### config.mk
export PLATFORM = sky130hd
export DESIGN_NAME = multi_encoding_text_char_decoder_core
export DESIGN_NICKNAME = d
export VERILOG_FILES = /design/src/sv/mecd_pkg.sv /design/src/sv/multi_encoding_text_char_decoder_core.sv /design/src/sv/mecd_ctrl.sv /design/src/sv/mecd_dpath.sv
export SDC_FILE = /design/constraint.sdc
export NUM_CORES = 1
export LEC_CHECK = 0
export BUFFER_PORTS_ARGS = -buffer_cell sky130_fd_sc_hd__clkbuf_2
export CORE_MARGIN = 1
export CORE_UTILIZATION = 50
export DETAILED_ROUTE_END_ITERATION = 16
export GPL_ROUTABILITY_DRIVEN = 0
export PLACE_DENSITY = 0.75
export SLEW_MARGIN = 20
export SYNTH_ARGS = -nofsm -noshare
export SYNTH_HDL_FRONTEND = slang
export SYNTH_SLANG_ARGS = --single-unit
### constraint.sdc
create_clock -name i_clk -period 6.7 [get_ports i_clk]
set_clock_uncertainty 0.05 [all_clocks]
set_input_delay 0 -clock i_clk [delete_from_list [all_inputs] [get_ports i_clk]]
set_output_delay 0 -clock i_clk [all_outputs]
set_load 0.05 [all_outputs]
### src/sv/mecd_pkg.sv
`timescale 1ns / 1ps
// Shared types and constants for the multi-encoding character decoder.
// No dependencies; imported by every module of the block.
package mecd_pkg;

    localparam int DEPTH   = 5;     // pending byte buffer entries
    localparam int MAX_RES = 5;     // results allowed per input item
    localparam int CFG_AW  = 2;     // one 32-bit register at byte address 0
    localparam int CFG_DW  = 32;

    typedef logic [1:0] t_enc;
    localparam t_enc ENC_UTF8    = 2'd0;
    localparam t_enc ENC_UTF16LE = 2'd1;
    localparam t_enc ENC_UTF16BE = 2'd2;
    localparam t_enc ENC_GBK     = 2'd3;

    typedef logic [2:0] t_kind;
    localparam t_kind KIND_NEWLINE = 3'd0;
    localparam t_kind KIND_TAB     = 3'd1;
    localparam t_kind KIND_SKIP    = 3'd2;
    localparam t_kind KIND_ASCII   = 3'd3;
    localparam t_kind KIND_WIDE    = 3'd4;
    localparam t_kind KIND_TAIL    = 3'd5;

    typedef struct packed {
        logic [7:0] data_byte;
        logic       end_of_text;
    } t_in_item;

    typedef struct packed {
        logic [20:0] code_point;
        logic [2:0]  char_kind;
        logic [7:0]  gbk_high;
        logic [7:0]  gbk_low;
        logic [2:0]  byte_count;
        logic        last_of_run;
    } t_out_item;

    // controller -> datapath
    typedef struct packed {
        logic append;     // put the accepted byte into the buffer
        logic load;       // decode head of buffer into stage, consume bytes
        logic move;       // stage -> output register
        logic move_last;  // mark the moved item as last of its run
    } t_cmd;

    // datapath -> controller
    typedef struct packed {
        logic can_emit;   // buffer not empty and the head is decidable
    } t_sts;

endpackage

### src/sv/multi_encoding_text_char_decoder_core.sv
`timescale 1ns / 1ps
// Top level of the multi-encoding character decoder; holds the APB register.
// Depends on mecd_pkg, mecd_ctrl and mecd_dpath.
//
// Decodes a UTF-8, UTF-16LE, UTF-16BE or GBK byte stream into classified
// characters, one input item per byte and one output item per character;
// CR LF merges into one newline and surrogate pairs are combined. The
// encoding sits in the register at byte address 0 and must be changed only
// while the block is idle; the block itself does not enforce this. One shared
// decoder works on the head of a five-byte pending buffer and yields one
// character per cycle while the output is not stalled; the next byte is taken
// only once every character the last byte completed has left the stage. A
// finished item waits in the output register while the next byte is
// accepted; last_of_run flags the final item caused by a byte.
module multi_encoding_text_char_decoder_core
    import mecd_pkg::*;
(
    input  logic              i_clk,
    input  logic              i_rst_n,
    input  logic              i_in_valid,
    output logic              o_in_stall,
    input  t_in_item          i_in_item,
    output logic              o_out_valid,
    input  logic              i_out_stall,
    output t_out_item         o_out_item,
    input  logic              psel,
    input  logic              penable,
    input  logic              pwrite,
    input  logic [CFG_AW-1:0] paddr,
    input  logic [CFG_DW-1:0] pwdata,
    output logic [CFG_DW-1:0] prdata,
    output logic              pready
);

    t_enc r_text_enc;
    t_cmd cmd;
    t_sts sts;
    logic unused_addr;

    // single register: every address maps onto it
    assign unused_addr = ^paddr;
    assign pready      = 1'b1;
    assign prdata      = {{(CFG_DW-2){unused_addr & 1'b0}}, r_text_enc};

    always_ff @(posedge i_clk) begin
        if (!i_rst_n) begin
            r_text_enc <= ENC_UTF8;
        end else if (psel && penable && pwrite && pready) begin
            r_text_enc <= pwdata[1:0];
        end
    end

    mecd_ctrl u_ctrl (
        .i_clk       (i_clk),
        .i_rst_n     (i_rst_n),
        .i_in_valid  (i_in_valid),
        .o_in_stall  (o_in_stall),
        .i_out_stall (i_out_stall),
        .o_out_valid (o_out_valid),
        .i_sts       (sts),
        .o_cmd       (cmd)
    );

    mecd_dpath u_dpath (
        .i_clk      (i_clk),
        .i_rst_n    (i_rst_n),
        .i_enc      (r_text_enc),
        .i_in_item  (i_in_item),
        .i_cmd      (cmd),
        .o_sts      (sts),
        .o_out_item (o_out_item)
    );

endmodule

### src/sv/mecd_ctrl.sv
`timescale 1ns / 1ps
// Sequencer for the character decoder: input handshake, result count per
// byte, stage and output register occupancy. Uses mecd_pkg.
module mecd_ctrl
    import mecd_pkg::*;
(
    input  logic i_clk,
    input  logic i_rst_n,
    input  logic i_in_valid,
    output logic o_in_stall,
    input  logic i_out_stall,
    output logic o_out_valid,
    input  t_sts i_sts,
    output t_cmd o_cmd
);

    typedef enum logic {
        S_IDLE,
        S_RUN
    } t_state;

    t_state     r_state, n_state;
    logic       r_stg_vld, n_stg_vld;
    logic       r_out_vld, n_out_vld;
    logic [2:0] r_nres, n_nres;
    logic       out_free;
    logic       more;

    assign out_free    = !r_out_vld || !i_out_stall;
    assign more        = i_sts.can_emit && (r_nres < 3'(MAX_RES));
    assign o_in_stall  = (r_state != S_IDLE);
    assign o_out_valid = r_out_vld;

    always_comb begin
        n_state   = r_state;
        n_stg_vld = r_stg_vld;
        n_nres    = r_nres;
        n_out_vld = out_free ? 1'b0 : r_out_vld;
        o_cmd     = '0;
        unique case (r_state)
            S_IDLE: begin
                if (i_in_valid) begin
                    o_cmd.append = 1'b1;
                    n_nres       = '0;
                    n_state      = S_RUN;
                end
            end
            S_RUN: begin
                if (r_stg_vld) begin
                    // the staged item is last when nothing follows it
                    if (out_free) begin
                        o_cmd.move      = 1'b1;
                        o_cmd.move_last = !more;
                        n_out_vld       = 1'b1;
                        if (more) begin
                            o_cmd.load = 1'b1;
                            n_nres     = r_nres + 3'd1;
                        end else begin
                            n_stg_vld = 1'b0;
                            n_state   = S_IDLE;
                        end
                    end
                end else if (more) begin
                    o_cmd.load = 1'b1;
                    n_stg_vld  = 1'b1;
                    n_nres     = r_nres + 3'd1;
                end else begin
                    n_state = S_IDLE;
                end
            end
            default: n_state = S_IDLE;
        endcase
    end

    always_ff @(posedge i_clk) begin
        if (!i_rst_n) begin
            r_state   <= S_IDLE;
            r_stg_vld <= 1'b0;
            r_out_vld <= 1'b0;
            r_nres    <= '0;
        end else begin
            r_state   <= n_state;
            r_stg_vld <= n_stg_vld;
            r_out_vld <= n_out_vld;
            r_nres    <= n_nres;
        end
    end

endmodule

### src/sv/mecd_dpath.sv
`timescale 1ns / 1ps
// Datapath of the character decoder: pending byte buffer, head decoder,
// stage and output registers. Uses mecd_pkg; driven by mecd_ctrl.
module mecd_dpath
    import mecd_pkg::*;
(
    input  logic      i_clk,
    input  logic      i_rst_n,
    input  t_enc      i_enc,
    input  t_in_item  i_in_item,
    input  t_cmd      i_cmd,
    output t_sts      o_sts,
    output t_out_item o_out_item
);

    typedef struct packed {
        logic        hold;   // more lookahead needed
        logic [2:0]  adv;    // bytes consumed, 0 for the tail mark
        logic [20:0] cp;
        t_kind       kind;
        logic [7:0]  hi;
        logic [7:0]  lo;
    } t_dec;

    logic [7:0]  r_buf [DEPTH];
    logic [7:0]  n_buf [DEPTH];
    logic [7:0]  ext   [2*DEPTH];
    logic [2:0]  r_cnt;
    logic        r_fin;
    t_dec        dec;
    t_dec        r_stg;
    t_out_item   r_out;

    function automatic t_kind f_kind(input logic [20:0] cp, input t_kind dflt);
        t_kind k;
        if (cp == 21'h0A || cp == 21'h0D) k = KIND_NEWLINE;
        else if (cp == 21'h09)            k = KIND_TAB;
        else if (cp < 21'h20)             k = KIND_SKIP;
        else                              k = dflt;
        return k;
    endfunction

    function automatic t_dec f_skip();
        t_dec d;
        d      = '0;
        d.kind = KIND_SKIP;
        d.adv  = 3'd1;
        return d;
    endfunction

    // one-byte character; CR looks ahead for LF
    function automatic t_dec f_single(input logic [7:0] b0, input logic [7:0] b1,
                                      input logic [2:0] n, input logic fin);
        t_dec d;
        d      = '0;
        d.cp   = {13'd0, b0};
        d.kind = f_kind(d.cp, KIND_ASCII);
        d.adv  = 3'd1;
        if (b0 == 8'h0D) begin
            if (n >= 3'd2)  d.adv  = (b1 == 8'h0A) ? 3'd2 : 3'd1;
            else if (!fin)  d.hold = 1'b1;
        end
        return d;
    endfunction

    always_comb begin : decide
        logic [15:0] u, u2;
        logic [1:0]  extra;
        logic        lead_ok, bad;
        logic [20:0] cpu;
        dec     = '0;
        u       = (i_enc == ENC_UTF16LE) ? {r_buf[1], r_buf[0]} : {r_buf[0], r_buf[1]};
        u2      = (i_enc == ENC_UTF16LE) ? {r_buf[3], r_buf[2]} : {r_buf[2], r_buf[3]};
        extra   = 2'd0;
        lead_ok = 1'b1;
        bad     = 1'b0;
        cpu     = '0;
        unique case (i_enc) inside
            ENC_UTF16LE, ENC_UTF16BE: begin
                if (r_cnt < 3'd2) begin
                    dec.hold = !r_fin;
                    dec.kind = KIND_TAIL;
                    dec.adv  = 3'd0;
                end else begin
                    dec.cp  = {5'd0, u};
                    dec.adv = 3'd2;
                    if (u[15:10] == 6'b110110) begin
                        if (r_cnt >= 3'd4) begin
                            if (u2[15:10] == 6'b110111) begin
                                dec.cp  = 21'h10000 + {1'b0, u[9:0], u2[9:0]};
                                dec.adv = 3'd4;
                            end
                        end else if (!r_fin) begin
                            dec.hold = 1'b1;
                        end
                    end
                    if (dec.cp == 21'h0D) begin
                        if (r_cnt >= 3'd4) begin
                            if (u2 == 16'h000A) dec.adv = 3'd4;
                        end else if (!r_fin) begin
                            dec.hold = 1'b1;
                        end
                    end
                    dec.kind = f_kind(dec.cp, (dec.cp < 21'h80) ? KIND_ASCII : KIND_WIDE);
                end
            end
            ENC_UTF8: begin
                if (!r_buf[0][7]) begin
                    dec = f_single(r_buf[0], r_buf[1], r_cnt, r_fin);
                end else begin
                    if (r_buf[0][7:5] == 3'b110)       extra = 2'd1;
                    else if (r_buf[0][7:4] == 4'b1110) extra = 2'd2;
                    else if (r_buf[0][7:3] == 5'b11110) extra = 2'd3;
                    else                                lead_ok = 1'b0;
                    if (!lead_ok) begin
                        dec = f_skip();
                    end else if (r_cnt < {1'b0, extra} + 3'd1) begin
                        dec      = f_skip();
                        dec.hold = !r_fin;
                    end else begin
                        bad = (r_buf[1][7:6] != 2'b10)
                            || (extra >= 2'd2 && r_buf[2][7:6] != 2'b10)
                            || (extra == 2'd3 && r_buf[3][7:6] != 2'b10);
                        case (extra)
                            2'd1:    cpu = {10'd0, r_buf[0][4:0], r_buf[1][5:0]};
                            2'd2:    cpu = {5'd0, r_buf[0][3:0], r_buf[1][5:0],
                                            r_buf[2][5:0]};
                            default: cpu = {r_buf[0][2:0], r_buf[1][5:0],
                                            r_buf[2][5:0], r_buf[3][5:0]};
                        endcase
                        if (bad || cpu > 21'h10FFFF) begin
                            dec = f_skip();
                        end else begin
                            dec.cp   = cpu;
                            dec.kind = (cpu < 21'h80) ? KIND_ASCII : KIND_WIDE;
                            dec.adv  = {1'b0, extra} + 3'd1;
                        end
                    end
                end
            end
            ENC_GBK: begin
                dec = f_single(r_buf[0], r_buf[1], r_cnt, r_fin);
                if (r_buf[0] >= 8'h81) begin
                    if (r_cnt >= 3'd2) begin
                        if (r_buf[1] >= 8'h40 && r_buf[1] != 8'h7F) begin
                            dec      = '0;
                            dec.hi   = r_buf[0];
                            dec.lo   = r_buf[1];
                            dec.kind = KIND_WIDE;
                            dec.adv  = 3'd2;
                        end
                    end else if (!r_fin) begin
                        dec.hold = 1'b1;
                    end
                end
            end
            default: dec = f_skip();
        endcase
    end

    assign o_sts.can_emit = (r_cnt != 3'd0) && !dec.hold;

    // buffer after consuming dec.adv bytes; entries past the count are zero
    always_comb begin
        for (int i = 0; i < 2*DEPTH; i++) begin
            ext[i] = (i < DEPTH) ? r_buf[i % DEPTH] : 8'h00;
        end
        for (int i = 0; i < DEPTH; i++) begin
            n_buf[i] = 8'h00;
            if (dec.adv != 3'd0 && dec.adv < r_cnt) begin
                for (int k = 1; k < DEPTH; k++) begin
                    if (dec.adv == 3'(k)) n_buf[i] = ext[i + k];
                end
            end
        end
    end

    always_ff @(posedge i_clk) begin
        if (!i_rst_n) begin
            r_cnt <= '0;
            r_fin <= 1'b0;
            for (int i = 0; i < DEPTH; i++) r_buf[i] <= 8'h00;
        end else if (i_cmd.append) begin
            r_fin <= i_in_item.end_of_text;
            if (r_cnt < 3'(DEPTH)) begin
                for (int i = 0; i < DEPTH; i++) begin
                    if (r_cnt == 3'(i)) r_buf[i] <= i_in_item.data_byte;
                end
                r_cnt <= r_cnt + 3'd1;
            end
        end else if (i_cmd.load) begin
            r_buf <= n_buf;
            r_cnt <= (dec.adv == 3'd0 || dec.adv >= r_cnt) ? 3'd0 : r_cnt - dec.adv;
        end
    end

    always_ff @(posedge i_clk) begin
        if (i_cmd.load) r_stg <= dec;
        if (i_cmd.move) begin
            r_out.code_point  <= r_stg.cp;
            r_out.char_kind   <= r_stg.kind;
            r_out.gbk_high    <= r_stg.hi;
            r_out.gbk_low     <= r_stg.lo;
            r_out.byte_count  <= r_stg.adv;
            r_out.last_of_run <= i_cmd.move_last;
        end
    end

    assign o_out_item = r_out;

endmodule

### Word level (Yosys, flattened, before mapping)

Cells that the tools add are included.

* latch bits: 0
* memory bits (writable): 0
* bits in registers: 139
* memories: 0
* bits in read-only memories: 0

* multiply operators: 0
* add/sub/neg operators: 5
* divide/modulo/power cells: 0
* shift operators: 0
* bitwise logic cells: 1
* multiplexer cells: 106
* reduce and logical (&&, ||, !) cells: 35
* order comparisons: 16
* equal/unequal tests: 39

Operators with widths (number)
* $mux 44: 5
* $mux 8: 25
* $mux 40: 3
* $mux 21: 5
* $pmux 28 s3: 1
* $mux 25: 3
* $eq 21x4->1 const B: 3
* $mux 3: 21
* $mux 24: 2
* $mux 43: 1
* $lt 21x8->1 const B: 2
* $pmux 21 s2: 1
* $eq 8x4->1 const B: 4
* $mux 16: 2
* $pmux 16 s2: 1
* $mux 27: 1
* $mux 1: 23
* $add 17x20->21 const A: 1
* $gt 21x21->1 const B: 1
* $lt 21x6->1 const B: 1
* $reduce_and 3->1: 6
* $eq 16x4->1 const B: 1
* $mux 2: 7
* $eq 3x2->1 const B: 4
* 37 further kinds: 78

### Logic depth before layout (Yosys ltp)

* depth after elaboration: 28
* mapped depth: 25
* mapped depth without buffers: 20

### By module

From an unflattened synthesis, not the netlist that was laid out.

* cell total of the unflattened synthesis: 933
* area total of the unflattened synthesis: 8760.9 sq um

Modules (own cells, without submodules)
* mecd_dpath: area an instance 8085.3 sq um, cells each 849, instances 1, sequential area each 3493.4 sq um
* mecd_ctrl: area an instance 350.3 sq um, cells each 42, instances 1, sequential area each 120.1 sq um
* multi_encoding_text_char_decoder_core: area an instance 325.3 sq um, cells each 42, instances 1, sequential area each 40.0 sq um

### Worst setup path before layout

OpenSTA, ideal clock, no wires.

* path kind: reg2reg
* start: register r_text_enc[0]
* end: register u_dpath.r_buf (netlist bit u_dpath.ext[72])
* arrival time: 5.174 ns
* data required time: 6.574 ns
* slack: 1.400 ns
* stages on the path, launching flop included: 22
* clock period less this slack: 5.300 ns
* path through: dfxtp_1 -> ha_1 -> buf_4 -> buf_6 -> buf_4 -> buf_6 -> mux2_2 -> ha_1 -> o21ai_0 -> o21ai_0 -> a31o_2 -> and2b_1 -> a221oi_4 -> nor2_1 -> ha_1 -> a21oi_1 -> a311oi_1 -> o31a_1 -> clkbuf_1 -> clkbuf_1 -> o221ai_1 -> o22ai_1

* word-level cells in the longest chain between the ends: 21
* elaborated cells between the ends (all ways): 47
* classes of those cells: 1 x add/sub; 1 x order compare; 11 x eq/ne; 25 x mux; 9 x reduce/logical

Ends and longest elaborated chain
* start: declaration: RTL line multi_encoding_text_char_decoder_core.sv:35 `t_enc r_text_enc;`
* start signal: assignment: RTL line multi_encoding_text_char_decoder_core.sv:49 `r_text_enc <= pwdata[1:0];`
* $eq 2x1->1: RTL line mecd_dpath.sv:72, mecd_dpath.sv:73
* $mux 16, on equally long branches: RTL line mecd_dpath.sv:73, mecd_dpath.sv:72
* $add 17x20->21 or $eq 6x6->1 (tied branches): RTL line mecd_dpath.sv:90, mecd_dpath.sv:89
* $mux 24: RTL line mecd_dpath.sv:89 `if (u2[15:10] == 6'b110111) begin`
* $mux 24: RTL line mecd_dpath.sv:88 `if (r_cnt >= 3'd4) begin`
* $mux 25: RTL line mecd_dpath.sv:87 `if (u[15:10] == 6'b110110) begin`
* $mux 25: RTL line mecd_dpath.sv:80 `if (r_cnt < 3'd2) begin`
* $mux 25: RTL line mecd_dpath.sv:78 `unique case (i_enc) inside`
* $eq 21x4->1 or $mux 3 (tied branches): RTL line mecd_dpath.sv:97, mecd_dpath.sv:99
* $mux 4 or $mux 3 (tied branches): RTL line mecd_dpath.sv:97, mecd_dpath.sv:98
* $mux 4, on equally long branches: RTL line mecd_dpath.sv:80, mecd_dpath.sv:97
* $pmux 28 s3 (*): RTL line mecd_dpath.sv:78
* branches (longest 9 deep; another with $mux 40)
* end signal: indexed assignment: RTL line mecd_dpath.sv:187 `if (r_cnt == 3'(i)) r_buf[i] <= i_in_item.data_byte;`
* end signal: assignment: RTL line mecd_dpath.sv:192 `r_buf <= n_buf;`
* end: declaration: RTL line mecd_dpath.sv:25 `logic [7:0] r_buf [DEPTH];`

Mark *: on every way between the ends. The select of a mux whose other input is x is not followed.
A chain may end at the register's enable or synchronous reset.

### Final worst setup path

* start: register r_text_enc[1]
* end: register u_dpath.r_buf (netlist bit u_dpath.ext[56])

The elaborated chain is that of the path after synthesis.

==> metrics.txt <==
P per Cell Area 261 nW/µm²; beginning of the worst register-to-register path r_text_enc[1]$_SDFFE_PN0P_; slew margin rel. 0.343; core area 16600 µm²; average cell area after synthesis 9.45 µm²; Post-Synthesis Cells 902; antenna-violating nets left 0; post-synthesis async set-or-reset flop share 0; CTS tree done; grt ovf 0; Hold Crit Depth 4; min-delay src i_rst_n; DRT iter0 DRCs 1016; FILL cells 1426; worst slew pin tran 0.982 ns; DRC viols 0; first drt pass iteration count 6; Clk network pwr share 0.350; post-CTS setup buffers 0; worst-skew pair later-pin latency 0.43 ns; Final Power 2.52 mW; wirelength, routed 23500 µm; Tot GR Track Use 0.266; r2r endpoint u_dpath.ext[56]$_SDFFE_PN0P_; Netlist cell types 88; largest net degree at the start of global routing 51; TNS Setup 0 ns; RSZ-0062 raised after global routing false; number of antenna diodes 0; cell at the root of the clock tree clkbuf_16; Critical Path AT 6.10 ns; Yosys top cell by area edfxtp_1; DIE HEIGHT 133 µm; chip width 133 µm; Final Hold Viols 0; number of synthesized flops with an enable pin 87; Synth top area share 0.307; FMAX 173 MHz; routed vias/inst 6.43; switching share of power 0.338; crit path max fanout 30; Worst Hold Class in2reg; Period minus WS final 5.79 ns; peak supply drop 0.171 mV; final core occ 0.582; DP Wirelength 15300 µm; Final period util 0.864; synthesized area 8520 µm²; sequential element share of the synthesized area 0.429; Initial Util 0.514; Final #Nets 1017; first-pass GRT wire length 36800 µm; crit start category register; vias in the first global route 6931; PortBufs 65; layout cells sized above 1 0.166; worst setup path category reg2reg; Cell Rows 47; combinational share of power 0.223; Die Area 17600 µm²; status completed; Clock transition at path regs 0.07 ns; Internal Pwr Total 1.67 mW; most frequent cells in the layout edfxtp_1, nor2_1, nand2_1, clkbuf_2, o21ai_0; Most used DFF post-synth edfxtp_1; antenna violations before repair 0; Final setup viols 0; CTS buffer count 17; Area growth syn-to-layout 13.4%; post-synthesis register bit count 139; Worst R2R Path Depth 16; MaxCap Viol Count 0; final max-slew violation count 0; htree depth 4; Reg2Reg Setup Slack 0.91 ns; LEAKAGE 3.49 nW; WL/cell 19.8 µm; sequential share of power 0.427; clock tree sinks 139; via count 7625; Sw Pwr 851 µW; hold path endpoint u_ctrl.r_stg_vld$_SDFFE_PN0P_; # IOs 129; PostCTS Resize Cnt 0; YS warnings 0; CTS max path bufs 2; Setup crit end kind register; most common cell after layout, fill and taps aside edfxtp_1; largest cells by area after synthesis edfxtp_1, dfxtp_1, mux2i_1; Required @ worst endpoint 7.02 ns
==> synth_stat cells, types with 5 or more instances <==
cell type   n
o21a_1      6
buf_2      10
mux2i_1    33
buf_4      36
a22oi_1    13
a211oi_1   20
clkbuf_1   61
a21oi_1    44
and2_1     27
nand2b_1   11
nand3_1    10
a221oi_1   12
buf_1       5
ha_1       14
a311oi_1   18
nand2_1    67
nor4b_1     6
o21ai_0    57
o32ai_1    11
nor2_1     75
nor3_1     22
nor2b_1    19
o221ai_1    9
a22o_1      5
nand4_1     5
o22ai_1    29
dfxtp_1    52
edfxtp_1   87
a21o_1      5
inv_1      24
o211ai_1    5
==> how the worst max path moves through the flow <==
stage                               start                            to  slack, ns
2_1_floorplan  r_text_enc[0]$_SDFFE_PN0P_  u_dpath.ext[72]$_SDFFE_PN0P_       1.40
3_3_place_gp   r_text_enc[1]$_SDFFE_PN0P_  u_dpath.ext[65]$_SDFFE_PN0P_       1.32
3_5_place_dp   r_text_enc[1]$_SDFFE_PN0P_  u_dpath.ext[70]$_SDFFE_PN0P_       1.26
4_1_cts        r_text_enc[1]$_SDFFE_PN0P_  u_dpath.ext[60]$_SDFFE_PN0P_       1.06
5_1_grt        r_text_enc[1]$_SDFFE_PN0P_  u_dpath.ext[56]$_SDFFE_PN0P_       0.65
6_report       r_text_enc[1]$_SDFFE_PN0P_  u_dpath.ext[56]$_SDFFE_PN0P_       0.91
==> power groups by stage <==
stage          combinational [mW]  clock [mW]  sequential, mW
3_3_place_gp                0.516           0            1.08
4_1_cts                     0.549       0.893            1.07
5_1_grt                     0.604       0.929            1.08
6_report                    0.563       0.882            1.08
3_5_place_dp                0.525           0            1.09
2_1_floorplan               0.444           0            1.04
==> cell type report <==
cell class	instances	area [µm²]	area share
multi-input combinational	651	4300	0.445
tap	220	275	0.0285
timing repair buffer	118	786	0.0813
clock inverter	15	129	0.0133
clock buffer	17	425	0.0440
sequential	139	3650	0.378
inverter	25	93.8	0.00972
==> worst max-delay path, cell delays in order, from the launching register on <==
cell           delay [ns]
dfxtp_1              0.38
inv_1                0.09
ha_2                 0.25
buf_4                0.27
nor4bb_1             0.63
a31oi_1              0.07
or4b_1               0.52
mux2_2               0.32
nand4bb_4            0.25
a221oi_4             0.55
nor2_1               0.12
ha_1                 0.36
a21oi_1              0.09
a311oi_1             0.45
o211ai_2             0.35
a311oi_1             0.36
dlygate4sd3_1        0.59
==> per-layer routing <==
metal | vias up | GRT usage | wire [µm]
met3 | 105 | 0.0529 | 2500
met1 | 3539 | 0.356 | 9600
met5 | - | 0 | 0
met4 | 0 | 0.149 | 1080
met2 | 543 | 0.404 | 10300
li1 | 3438 | - | -
==> what timing repair did <==
item,CTS,global route
hold buffers,25,0
endpoints found under the setup margin,0,0
hold endpoints to repair,29,0
==> state kept, by name (all words and copies together), names as in the netlist, named ones only <==
name / flops
u_ctrl.o_in_stall: 1
u_ctrl.r_nres: 3
u_ctrl.r_stg_vld: 1
u_dpath.ext: 40
u_dpath.r_cnt: 3
u_dpath.r_fin: 1
u_dpath.r_stg: 43
u_dpath.o_out_item: 44
r_text_enc: 2
==> stage by stage <==
stage,cells,area [µm²],hold WS (ns),worst slack [ns]
2_1_floorplan,931,8630,0.0860,1.40
3_3_place_gp,1128,8850,0.184,1.32
3_5_place_dp,1128,8850,0.184,1.26
4_1_cts,1185,9660,0.337,1.06
5_1_grt,1185,9660,0.367,0.652
6_report,1185,9660,0.353,0.914
==> logic make-up (layout without fill, tap and decap cells) <==
kind of cell | after synthesis | after routing | share of synthesized area
buf+inv | 141 | 175 | 0.0830
flops | 139 | 139 | 0.429
xor+xnor | 4 | 4 | 0.00411
simple gates | 281 | 281 | 0.175
compound gates | 281 | 281 | 0.237
fa+ha+maj | 15 | 15 | 0.0229
mux | 39 | 39 | 0.0485
other cells | 2 | 31 | 0.000881
Power figures use the tool's default switching activity.
